File: config.mk
export PLATFORM = sky130hd
export DESIGN_NAME = device_list_tolerance_matcher
export DESIGN_NICKNAME = d
export VERILOG_FILES = /design/src/rtl/dltm_pkg.sv /design/src/rtl/dltm_tol_unit.sv /design/src/rtl/device_list_tolerance_matcher.sv
export SDC_FILE = /design/constraint.sdc
export NUM_CORES = 2
export LEC_CHECK = 0
export ABC_AREA = 1
export BUFFER_PORTS_ARGS = -buffer_cell sky130_fd_sc_hd__buf_2
export CORE_AREA = 3 3 358 360
export CTS_BUF_LIST = sky130_fd_sc_hd__clkbuf_4 sky130_fd_sc_hd__clkbuf_8
export DETAILED_ROUTE_END_ITERATION = 8
export DIE_AREA = 0 0 361 363
export PLACE_DENSITY = 0.78
export SYNTH_ARGS = -nofsm -noshare
export SYNTH_HDL_FRONTEND = slang
export SYNTH_HIERARCHICAL = 1
export SYNTH_SLANG_ARGS = --single-unit
File: constraint.sdc
create_clock -name clk -period 4.7 [get_ports clk]
set_input_delay 0.94 -clock clk [delete_from_list [all_inputs] [get_ports clk]]
set_output_delay 0.94 -clock clk [all_outputs]
set_load 0.1 [all_outputs]
File: src/rtl/dltm_pkg.sv
// Shared constants, types and codes of the device list tolerance matcher.
package dltm_pkg;

	// Table capacity and the widths that follow from it.
	localparam int MAX_DEVICES = 32;
	localparam int IDX_W       = (MAX_DEVICES > 1) ? $clog2(MAX_DEVICES) : 1;
	localparam int CNT_W       = $clog2(MAX_DEVICES + 1);

	// Fixed field widths.
	localparam int VAL_W     = 20;
	localparam int TOL_W     = 7;
	localparam int FLOOR_W   = 10;
	localparam int PROD_W    = 27;
	localparam int ENTRY_W   = 5;
	localparam int MATCH_W   = 6;
	localparam int LAYOUT_W  = 16;
	localparam int CFG_IDX_W = 1;
	localparam int CFG_DAT_W = 10;

	// Operation codes of an input item.
	localparam logic [1:0] OP_LOAD   = 2'd0;
	localparam logic [1:0] OP_CHECK  = 2'd1;
	localparam logic [1:0] OP_FINISH = 2'd2;

	// Kinds of result item.
	localparam logic [1:0] KIND_LOAD    = 2'd0;
	localparam logic [1:0] KIND_CHECK   = 2'd1;
	localparam logic [1:0] KIND_MISSING = 2'd2;
	localparam logic [1:0] KIND_SUMMARY = 2'd3;

	// Configuration register indexes.
	localparam logic [CFG_IDX_W-1:0] CFG_TOLERANCE = 1'b0;
	localparam logic [CFG_IDX_W-1:0] CFG_FLOOR     = 1'b1;

	// Request to the shared tolerance unit.
	typedef struct packed {
		logic             start;
		logic [VAL_W-1:0] a;
		logic [VAL_W-1:0] b;
	} tol_req_t;

	// Answer of the shared tolerance unit.
	typedef struct packed {
		logic done;
		logic ok;
	} tol_rsp_t;

endpackage

File: src/rtl/dltm_tol_unit.sv
// Two-stage tolerance compare unit shared by the width and length checks.
module dltm_tol_unit import dltm_pkg::*; (
	input  logic               clk,
	input  logic               arst_n,
	input  tol_req_t           req,
	input  logic [TOL_W-1:0]   tolerance_percent,
	input  logic [FLOOR_W-1:0] floor_tolerance_nm,
	output tol_rsp_t           rsp
);

	logic               v_s1;
	logic [VAL_W-1:0]   hi_s1;
	logic [VAL_W-1:0]   err_s1;
	logic               v_s2;
	logic [VAL_W-1:0]   err_s2;
	logic [PROD_W-1:0]  scaled_s2;
	logic [PROD_W-1:0]  err100_s2;

	always_ff @(posedge clk or negedge arst_n) begin
		if (!arst_n) begin
			v_s1 <= 1'b0;
			v_s2 <= 1'b0;
		end else begin
			v_s1 <= req.start;
			v_s2 <= v_s1;
		end
	end

	// First stage: larger value and absolute difference.
	always_ff @(posedge clk) begin
		if (req.a > req.b) begin
			hi_s1  <= req.a;
			err_s1 <= req.a - req.b;
		end else begin
			hi_s1  <= req.b;
			err_s1 <= req.b - req.a;
		end
	end

	// Second stage: scaled tolerance and scaled error.
	always_ff @(posedge clk) begin
		err_s2    <= err_s1;
		scaled_s2 <= PROD_W'(tolerance_percent) * PROD_W'(hi_s1);
		err100_s2 <= PROD_W'(err_s1) * PROD_W'(100);
	end

	// The floor applies only when the scaled tolerance comes out zero.
	always_comb begin
		rsp.done = v_s2;
		if (scaled_s2 == '0) begin
			rsp.ok = (err_s2 <= VAL_W'(floor_tolerance_nm));
		end else begin
			rsp.ok = (err100_s2 <= scaled_s2);
		end
	end

endmodule

File: src/rtl/device_list_tolerance_matcher.sv
// Top level of the device list tolerance matcher: table, sequencer and result port.
//
// An item is accepted at a clock edge where start is high and busy is low.
// A load item writes the next free table slot and shows its acknowledge on
// the result ports in the very next cycle; busy stays low, so loads can
// follow back to back. A check item raises busy and scans the loaded slots
// in ascending order. A slot that is taken or of the other type passes
// through the table read and then the select step; an eligible slot goes
// on to the shared tolerance unit for the width and, if that passes, for
// the length. The time a check keeps busy high is set by the one table
// read port and the single tolerance unit. A finish item walks the taken
// flags one slot per cycle, giving one missing-entry result per untaken
// slot, then the summary; the table is emptied as the summary goes out.
// Each result is shown for exactly one cycle with result_valid high; the
// receiver cannot stall, and the result marked last coincides with busy
// low again. Configuration writes on the cfg channel are always ready and
// are meant for idle periods. Reset empties the table, clears the counters
// and restores tolerance and floor to ten.
module device_list_tolerance_matcher import dltm_pkg::*; (
	input  logic                 clk,
	input  logic                 arst_n,
	input  logic                 start,
	output logic                 busy,
	input  logic [1:0]           opcode,
	input  logic                 dev_type,
	input  logic [VAL_W-1:0]     width_nm,
	input  logic [VAL_W-1:0]     length_nm,
	input  logic                 cfg_valid,
	output logic                 cfg_ready,
	input  logic [CFG_IDX_W-1:0] cfg_index,
	input  logic [CFG_DAT_W-1:0] cfg_data,
	output logic                 result_valid,
	output logic [1:0]           kind,
	output logic [ENTRY_W-1:0]   entry_index,
	output logic                 found,
	output logic                 overflow,
	output logic [MATCH_W-1:0]   matched_count,
	output logic [MATCH_W-1:0]   reference_count,
	output logic [LAYOUT_W-1:0]  layout_count,
	output logic                 all_match,
	output logic                 last
);

	typedef enum logic [2:0] {
		S_IDLE,
		S_CHK_RD,
		S_CHK_SEL,
		S_CHK_WID,
		S_CHK_LEN,
		S_FIN
	} state_t;

	typedef struct packed {
		logic                dev_type;
		logic [VAL_W-1:0]    width;
		logic [VAL_W-1:0]    length;
	} ref_entry_t;

	typedef struct packed {
		logic                valid;
		logic [1:0]          kind;
		logic [ENTRY_W-1:0]  entry_index;
		logic                found;
		logic                overflow;
		logic [MATCH_W-1:0]  matched_count;
		logic [MATCH_W-1:0]  reference_count;
		logic [LAYOUT_W-1:0] layout_count;
		logic                all_match;
		logic                last;
	} result_t;

	state_t                 state_q;
	result_t                res_q;
	logic [TOL_W-1:0]       tol_q;
	logic [FLOOR_W-1:0]     floor_q;
	logic [CNT_W-1:0]       fill_q;
	logic [CNT_W-1:0]       pair_q;
	logic [LAYOUT_W-1:0]    checked_q;
	logic [CNT_W-1:0]       scan_q;
	logic [MAX_DEVICES-1:0] taken_q;
	logic                   type_q;
	logic [VAL_W-1:0]       w_q;
	logic [VAL_W-1:0]       l_q;

	ref_entry_t             mem [MAX_DEVICES];
	ref_entry_t             rd_q;

	logic                   accept;
	logic                   load_wr;
	logic                   eligible;
	logic                   scan_end;
	logic [IDX_W-1:0]       scan_idx;
	tol_req_t               tol_req;
	tol_rsp_t               tol_rsp;

	// Build a result of the kinds that carry no counts.
	function automatic result_t mk_result(logic [1:0] k, logic [ENTRY_W-1:0] idx,
			logic fnd, logic ovf, logic lst);
		result_t r;
		r             = '0;
		r.valid       = 1'b1;
		r.kind        = k;
		r.entry_index = idx;
		r.found       = fnd;
		r.overflow    = ovf;
		r.last        = lst;
		return r;
	endfunction

	assign accept    = start && !busy;
	assign busy      = (state_q != S_IDLE);
	assign cfg_ready = 1'b1;
	assign scan_idx  = scan_q[IDX_W-1:0];
	assign scan_end  = (scan_q >= fill_q);
	assign load_wr   = accept && (opcode == OP_LOAD) && (fill_q < CNT_W'(MAX_DEVICES));
	assign eligible  = !taken_q[scan_idx] && (rd_q.dev_type == type_q);

	// The width check starts from the select step, the length check from a
	// passed width check; both compare the held layout values to the slot.
	always_comb begin
		tol_req.start = ((state_q == S_CHK_SEL) && eligible) ||
			((state_q == S_CHK_WID) && tol_rsp.done && tol_rsp.ok);
		if (state_q == S_CHK_SEL) begin
			tol_req.a = w_q;
			tol_req.b = rd_q.width;
		end else begin
			tol_req.a = l_q;
			tol_req.b = rd_q.length;
		end
	end

	dltm_tol_unit u_tol (
		.clk                (clk),
		.arst_n             (arst_n),
		.req                (tol_req),
		.tolerance_percent  (tol_q),
		.floor_tolerance_nm (floor_q),
		.rsp                (tol_rsp)
	);

	// Reference table: one write port for loads, one registered read port
	// that follows the scan pointer.
	always_ff @(posedge clk) begin
		if (load_wr) begin
			mem[fill_q[IDX_W-1:0]] <= '{dev_type: dev_type, width: width_nm,
				length: length_nm};
		end
		rd_q <= mem[scan_idx];
	end

	// Configuration registers.
	always_ff @(posedge clk or negedge arst_n) begin
		if (!arst_n) begin
			tol_q   <= TOL_W'(10);
			floor_q <= FLOOR_W'(10);
		end else if (cfg_valid && cfg_ready) begin
			unique case (cfg_index)
				CFG_TOLERANCE: tol_q   <= cfg_data[TOL_W-1:0];
				CFG_FLOOR:     floor_q <= cfg_data[FLOOR_W-1:0];
				default:       ;
			endcase
		end
	end

	// Sequencer with its registered results.
	always_ff @(posedge clk or negedge arst_n) begin
		if (!arst_n) begin
			state_q   <= S_IDLE;
			res_q     <= '0;
			fill_q    <= '0;
			pair_q    <= '0;
			checked_q <= '0;
			scan_q    <= '0;
			taken_q   <= '0;
			type_q    <= 1'b0;
			w_q       <= '0;
			l_q       <= '0;
		end else begin
			res_q.valid <= 1'b0;
			unique case (state_q)
				S_IDLE: begin
					if (accept) begin
						case (opcode)
							OP_LOAD: begin
								if (load_wr) begin
									taken_q[fill_q[IDX_W-1:0]] <= 1'b0;
									fill_q <= fill_q + CNT_W'(1);
									res_q  <= mk_result(KIND_LOAD, ENTRY_W'(fill_q),
										1'b0, 1'b0, 1'b1);
								end else begin
									res_q <= mk_result(KIND_LOAD, '0, 1'b0, 1'b1, 1'b1);
								end
							end
							OP_CHECK: begin
								if (checked_q != '1) begin
									checked_q <= checked_q + LAYOUT_W'(1);
								end
								type_q  <= dev_type;
								w_q     <= width_nm;
								l_q     <= length_nm;
								scan_q  <= '0;
								state_q <= S_CHK_RD;
							end
							OP_FINISH: begin
								scan_q  <= '0;
								state_q <= S_FIN;
							end
							default: ;
						endcase
					end
				end
				S_CHK_RD: begin
					if (scan_end) begin
						res_q   <= mk_result(KIND_CHECK, '0, 1'b0, 1'b0, 1'b1);
						state_q <= S_IDLE;
					end else begin
						state_q <= S_CHK_SEL;
					end
				end
				S_CHK_SEL: begin
					if (eligible) begin
						state_q <= S_CHK_WID;
					end else begin
						scan_q  <= scan_q + CNT_W'(1);
						state_q <= S_CHK_RD;
					end
				end
				S_CHK_WID: begin
					if (tol_rsp.done) begin
						if (tol_rsp.ok) begin
							state_q <= S_CHK_LEN;
						end else begin
							scan_q  <= scan_q + CNT_W'(1);
							state_q <= S_CHK_RD;
						end
					end
				end
				S_CHK_LEN: begin
					if (tol_rsp.done) begin
						if (tol_rsp.ok) begin
							taken_q[scan_idx] <= 1'b1;
							if (pair_q != '1) begin
								pair_q <= pair_q + CNT_W'(1);
							end
							res_q   <= mk_result(KIND_CHECK, ENTRY_W'(scan_q), 1'b1,
								1'b0, 1'b1);
							state_q <= S_IDLE;
						end else begin
							scan_q  <= scan_q + CNT_W'(1);
							state_q <= S_CHK_RD;
						end
					end
				end
				S_FIN: begin
					if (!scan_end) begin
						if (!taken_q[scan_idx]) begin
							res_q <= mk_result(KIND_MISSING, ENTRY_W'(scan_q), 1'b0,
								1'b0, 1'b0);
						end
						scan_q <= scan_q + CNT_W'(1);
					end else begin
						res_q <= '{valid: 1'b1, kind: KIND_SUMMARY, entry_index: '0,
							found: 1'b0, overflow: 1'b0,
							matched_count: MATCH_W'(pair_q),
							reference_count: MATCH_W'(fill_q),
							layout_count: checked_q,
							all_match: (pair_q == fill_q) &&
								(LAYOUT_W'(pair_q) == checked_q),
							last: 1'b1};
						taken_q   <= '0;
						fill_q    <= '0;
						pair_q    <= '0;
						checked_q <= '0;
						state_q   <= S_IDLE;
					end
				end
				default: state_q <= S_IDLE;
			endcase
		end
	end

	assign result_valid    = res_q.valid;
	assign kind            = res_q.kind;
	assign entry_index     = res_q.entry_index;
	assign found           = res_q.found;
	assign overflow        = res_q.overflow;
	assign matched_count   = res_q.matched_count;
	assign reference_count = res_q.reference_count;
	assign layout_count    = res_q.layout_count;
	assign all_match       = res_q.all_match;
	assign last            = res_q.last;

	// A load is acknowledged in the cycle right after it is accepted.
	a_load_ack: assert property (@(posedge clk) disable iff (!arst_n)
		start && !busy && (opcode == OP_LOAD) |=>
			result_valid && (kind == KIND_LOAD) && last)
		else $error("load item not acknowledged in the next cycle");

	// The final result of an item goes out as the block turns idle again.
	a_last_idle: assert property (@(posedge clk) disable iff (!arst_n)
		result_valid && last |-> !busy)
		else $error("final result shown while still busy");

	// Missing-entry results only come out of the finish walk.
	a_missing_busy: assert property (@(posedge clk) disable iff (!arst_n)
		result_valid && !last |-> busy && (kind == KIND_MISSING))
		else $error("non-final result outside the finish walk");

	// The fill count never goes beyond the table capacity.
	a_fill_bound: assert property (@(posedge clk) disable iff (!arst_n)
		fill_q <= CNT_W'(MAX_DEVICES))
		else $error("table fill count beyond capacity");

endmodule

# Word-level counts from Yosys, hierarchy flattened
# Memory sizes are Yosys's and may differ from the RTL's. A register that Yosys moved wholly into a read port is not among the register bits.
# Index checks and enable logic that the tools add are counted.
dict set report op_classes {
  addsub 6
  mul 2
  order_cmp 9
  eq_ne 30
  muxes 59
  bitwise 4
  reduce_logical 34
}
# cell n
set op_table {}
lappend op_table {{$mux W40} 8}
lappend op_table {{$mux W32} 6}
lappend op_table {{$pmux W40 S4} 1}
lappend op_table {{$pmux W32 S3} 1}
lappend op_table {{$mux W6} 13}
lappend op_table {{$mux W16} 4}
lappend op_table {{$mux W20} 2}
lappend op_table {{$sub A20 B20 Y20} 2}
lappend op_table {{$mux W37} 1}
lappend op_table {{$and A32 B32 Y32} 1}
lappend op_table {{$not A32 Y32} 1}
lappend op_table {{$or A32 B32 Y32} 1}
lappend op_table {{$pmux W16 S2} 1}
lappend op_table {{$le A27 B27 Y1} 1}
lappend op_table {{$logic_not A27 Y1} 1}
lappend op_table {{$mul A7 B20 Y27} 1}
lappend op_table {{$mul A20 B5 Y25 const B} 1}
lappend op_table {{$ne A2 B2 Y1 const B} 12}
lappend op_table {{$pmux W6 S2} 2}
lappend op_table {{$pmux W6 S4} 1}
lappend op_table {{$reduce_and A7 Y1} 3}
lappend op_table {{$gt A20 B20 Y1} 1}
lappend op_table {{$le A20 B10 Y1} 1}
lappend op_table {{$reduce_and A5 Y1} 4}
lappend op_table {{38 further kinds} 74}
dict set report totals {
  reg_bits 281
  mem_bits_rw 1312
  output_inout_bits 42
  wordCells 173
  memories 1
}
# memory depth width rd rd_ports_with_merged_regs wr line_no
set memory_table {}
lappend memory_table {mem 32 41 1 1 1 device_list_tolerance_matcher.sv:85} ;# ref_entry_t mem [MAX_DEVICES];

# Longest topological paths before layout
dict set report logic_depth {
  depth_word 10
  mapped_depth 22
  ltp_nobuf 21
}

# Modules after synthesis
# Netlist, hierarchy kept.
# mod n_inst cells_each area_each_um2
set by_module_without_submodules {}
lappend by_module_without_submodules {device_list_tolerance_matcher 1 4748 60473.0}
lappend by_module_without_submodules {dltm_tol_unit 1 1910 13316.5}

# Worst setup path before layout
# Ideal clock, no wire load.
dict set report synth_path {
  path_type {register to register}
  from {register state_q[1]}
  to {memory mem[19][0] (netlist name) (enable)}
  setup_ns 0.490
  arrival_ns 4.451
  setup_slack_ns -0.241
  path_stages_with_launch 9
  period_less_slack_ns 4.941
  cell_sequence {dfrtp_1 > nor2_4 > nand2_2 > inv_2 > nand2_2 > nor2_4 > nand2_2 > clkbuf_1 > nor3_1}
}
dict set report synth_via {
  elab_chain_cells 7
}
# element line_no
set synth_lines {}
lappend synth_lines {{start, declared} device_list_tolerance_matcher.sv:72} ;# state_t state_q;
lappend synth_lines {{start signal, assigned} device_list_tolerance_matcher.sv:168} ;# state_q <= S_IDLE;
lappend synth_lines {{start signal, assigned} device_list_tolerance_matcher.sv:202} ;# state_q <= S_CHK_RD;
lappend synth_lines {{start signal, assigned} device_list_tolerance_matcher.sv:206} ;# state_q <= S_FIN;
lappend synth_lines {{$reduce_bool A3 Y1} device_list_tolerance_matcher.sv:111} ;# assign busy = (state_q != S_IDLE);
lappend synth_lines {{named net busy} device_list_tolerance_matcher.sv:23} ;# output logic busy,
lappend synth_lines {{$logic_not A1 Y1} device_list_tolerance_matcher.sv:110} ;# assign accept = start && !busy;
lappend synth_lines {{$logic_and A1 B1 Y1} device_list_tolerance_matcher.sv:110}
lappend synth_lines {{$logic_and A1 B1 Y1 (2 in series)} device_list_tolerance_matcher.sv:115} ;# assign load_wr = accept && (opcode == OP_LOAD) && (fill_q < CNT_W'(MAX_DEVICES));
lappend synth_lines {{$mux W1} device_list_tolerance_matcher.sv:144} ;# if (load_wr) begin
lappend synth_lines {{$mux W1 (implied by the code)} device_list_tolerance_matcher.sv:145} ;# mem[fill_q[IDX_W-1:0]] <= '{dev_type: dev_type, width: width_nm,
lappend synth_lines {{end, declared} device_list_tolerance_matcher.sv:85}
# The timed path passes the listed nets, and every way through them passes these cells.

# Worst setup path in the final report
dict set report layout_path {
  from {register tol_q[1]}
  to {register u_tol.scaled_s2[24]}
}
dict set report layout_via {
  elab_chain_cells 1
}
# element line_no
set layout_lines {}
lappend layout_lines {{start, declared} device_list_tolerance_matcher.sv:74} ;# logic [TOL_W-1:0] tol_q;
lappend layout_lines {{start signal, assigned} device_list_tolerance_matcher.sv:158} ;# CFG_TOLERANCE: tol_q <= cfg_data[TOL_W-1:0];
lappend layout_lines {{$mul A7 B20 Y27} dltm_tol_unit.sv:43} ;# scaled_s2 <= PROD_W'(tolerance_percent) * PROD_W'(hi_s1);
lappend layout_lines {{end signal, assigned} dltm_tol_unit.sv:43}
lappend layout_lines {{end, declared} dltm_tol_unit.sv:16} ;# logic [PROD_W-1:0] scaled_s2;
# No other way between the ends.
# A chain may end at the register's enable or synchronous reset.

==> metrics.cfg <==
[run_status]
outcome=completed

[global_routing]
grt_overflow_total=0
groute.usage.overall_pct=31.2
grt_pass1_vias=51514
grt_pass1_wl_um=310000
grt_max_degree=189
antenna_found_initial=13

[power_and_ir_drop]
sequentialPowerShare_pct=34.0
power_frac_comb_pct=41.5
power_w=0.0518
peakVddDrop_v=0.000529
clkPwrFrac_pct=24.4
powerDensity_nw_per_um2=634
power.switching_w=0.0209
leakage_nw=32.1
switching_share_pct=40.4
p_int_w=0.0309

[clock_tree]
htree_levels=5
cts_tree=done
clock_sinks=1631
cts_buffers=280
clkTransAtPathRegs_ns=0.06
cts-root-buf=clkbuf_8
clock_latency_ns=1.00
cts_buffer_depth=4
post_cts_buffers=0

[worst_setup_path]
arrival_ns=5.25
worstPathRequired_ns=5.51
crit_fanout=21
start_kind=flop
reg2reg_to=u_tol/scaled_s2[24]
critPathCaptureType=flop
crit_type=reg -> reg
r2r_cells=14
regToRegSetupSlack_ns=0.26
r2r-start=tol_q[1]

[timing]
timing.final.setup_violations=0
worstMarginPinSlew_ns=1.10
grt_setup_unrepaired=false
min_period_over_period_pct=94.5
holdWs_ns=0.115
final_hold_viol_count=0
relSlewSlack_pct=26.4
slew_viol_final=0
fin_tns_setup_ns=0
min_period_ns=4.44
fmax_mhz=225
skew_ns=0.0940

[final_layout]
fillers=9187
area_growth_pct=10.9
drive_above_1_share_pct=11.7
nets=7157
final_area_sq_um=81800

[routing]
viasPerCell=6.10
wl_per_cell_um=23.8
route.detailed.drc=0
dr.pass1.iters=7
antenna_left=0
wirelength_um=206000
vias=52785
drt_iter0_markers=6525

[job]
cap_violations=0

[synthesis]
async_flop_share_pct=10.4
ys_ff_latch=1631
synth_warnings=6
ys_seq_area_share_pct=63.2
synthTopCellsByArea=edfxtp_1, o21ai_0, dfrtp_1
netlist_top_cells_count=edfxtp_1, nor2_1, nand2_1, o21ai_0, inv_1
synth_top_area_cell=edfxtp_1
synth_most_common_cell=edfxtp_1
syn_inst=6658
synth.distinct_cells=56
synth_top_area_share_pct=53.4
syn_area_sq_um=73800
synth_edf_count=1312
synth_fp_nets=7025
synthFlopType=edfxtp_1
avgSynthCellArea_sq_um=11.1

[floorplan]
die_h_um=363
die_area_sq_um=131000
die_width_um=361
initial_utilization_pct=58.8
rows=130
io_pins=100
core_sq_um=125000

[worst_hold_path]
hp-class=in -> async

[place]
dp_hpwl_um=116000
gp_congestion=0.976
portBuffers=98
post_dp_cell_area_sq_um=76300

[cells by family (layout without fill, tap and decap cells)]
kind of cell | after synthesis | after routing | share of synthesized area, %
AND/OR/NAND/NOR | 2130 | 2130 | 11.6
flip-flops | 1631 | 1631 | 63.2
AO/OA/AOI/OAI | 1536 | 1536 | 12.1
buffers and inverters | 921 | 1253 | 5.08
adder cells (fa/ha/maj) | 309 | 309 | 6.32
XOR/XNOR | 86 | 86 | 1.02
multiplexers | 44 | 44 | 0.671
other | 1 | 9 | 0.00508
[repair_timing]
action | CTS | global route
endpoints found under the setup margin | 0 | 8
hold buffers | 0 | 0
resized for setup | 0 | 5
hold endpoints to repair | 0 | 0
[worst max-delay path: stages, from the launching register on]
cell and delay (ns):
dfstp_4 0.77, nand2_1 0.13, fa_1 0.52, fa_1 0.55
inv_1 0.05, fa_1 0.47, inv_1 0.05, fa_1 0.48
inv_1 0.04, ha_1 0.34, nand2_1 0.20, o21ai_0 0.42
a21oi_1 0.16, nand4_1 0.12, nand2_1 0.06
[worst max-delay path by stage]
stage,startpoint,endpoint,depth (start not counted)
after floorplan,state_q[1],mem[30][0],8
after global placement,tol_q[1],u_tol/scaled_s2[24],17
after detailed placement,tol_q[1],u_tol/scaled_s2[18],14
after CTS,tol_q[5],u_tol/scaled_s2[22],15
after global routing,tol_q[1],u_tol/scaled_s2[24],17
final,tol_q[1],u_tol/scaled_s2[24],14
[cell usage in the layout (no fill, tap or decap), drive strengths merged, types with 66 or more instances in the layout]
cell,Yosys,routed
nor2,913,913
nand3,177,177
clkbuf,211,419
a22o,146,146
ha,203,203
dfrtp,165,165
dfxtp,150,150
fa,106,106
xor2,66,66
buf,134,194
o21ai,895,895
edfxtp,1312,1312
a21oi,109,109
nand2,919,919
inv,573,575
o22ai,337,337
[registers in the layout (all words and copies together) (netlist names), 2 cells and up]
register	cells
fill_q	6
entry_index	5
checked_q	16
kind	2
matched_count	6
pair_q	6
state_q	3
l_q	20
mem	1312
u_tol/scaled_s2	27
tol_q	7
u_tol/err100_s2	22
scan_q	6
rd_q	41
taken_q	32
w_q	20
u_tol/hi_s1	20
layout_count	16
reference_count	6
u_tol/err_s2	20
u_tol/err_s1	20
floor_q	10
[power groups by stage]
| stage | Combinational, W | Sequential, W | Clock, W |
|---|---|---|---|
| 6_report | 0.0215 | 0.0176 | 0.0127 |
| 3_3_place_gp | 0.0208 | 0.0179 | 0 |
| 4_1_cts | 0.0213 | 0.0176 | 0.0128 |
| 5_1_grt | 0.0242 | 0.0177 | 0.0135 |
| 2_1_floorplan | 0.0154 | 0.0176 | 0 |
| 3_5_place_dp | 0.0212 | 0.0179 | 0 |
[metrics by stage]
stage          cells  utilization (%)  setup WS, ns
2_1_floorplan   6658                -        -0.239
3_3_place_gp    8158             60.8         0.217
3_5_place_dp    8158             60.8         0.194
4_1_cts         8640             65.2         0.186
5_1_grt         8643             65.2       0.00827
6_report        8648             65.2         0.258
[layout make-up]
class	count	area [sq um]	area share, %
multi-input cells	4106	23700	28.9
diodes	8	20.0	0.0245
clock buffers	418	5160	6.30
clock inverters	64	380	0.465
flip-flops and latches	1631	46700	57.0
repair buffers	195	1680	2.05
well taps	1650	2060	2.52
inverters	576	2180	2.67
[layer usage]
layer	share of wire [%]	routed length [um]	GRT usage [%]	vias to the layer above
met5	0.016	34	0	-
met4	5.2	10700	15.7	6
met3	11	22400	5.92	647
met2	46	95800	49.6	3194
met1	37	77100	41.6	25394
li1	-	-	-	23544
No activity file was read; power rests on OpenSTA's default activity.
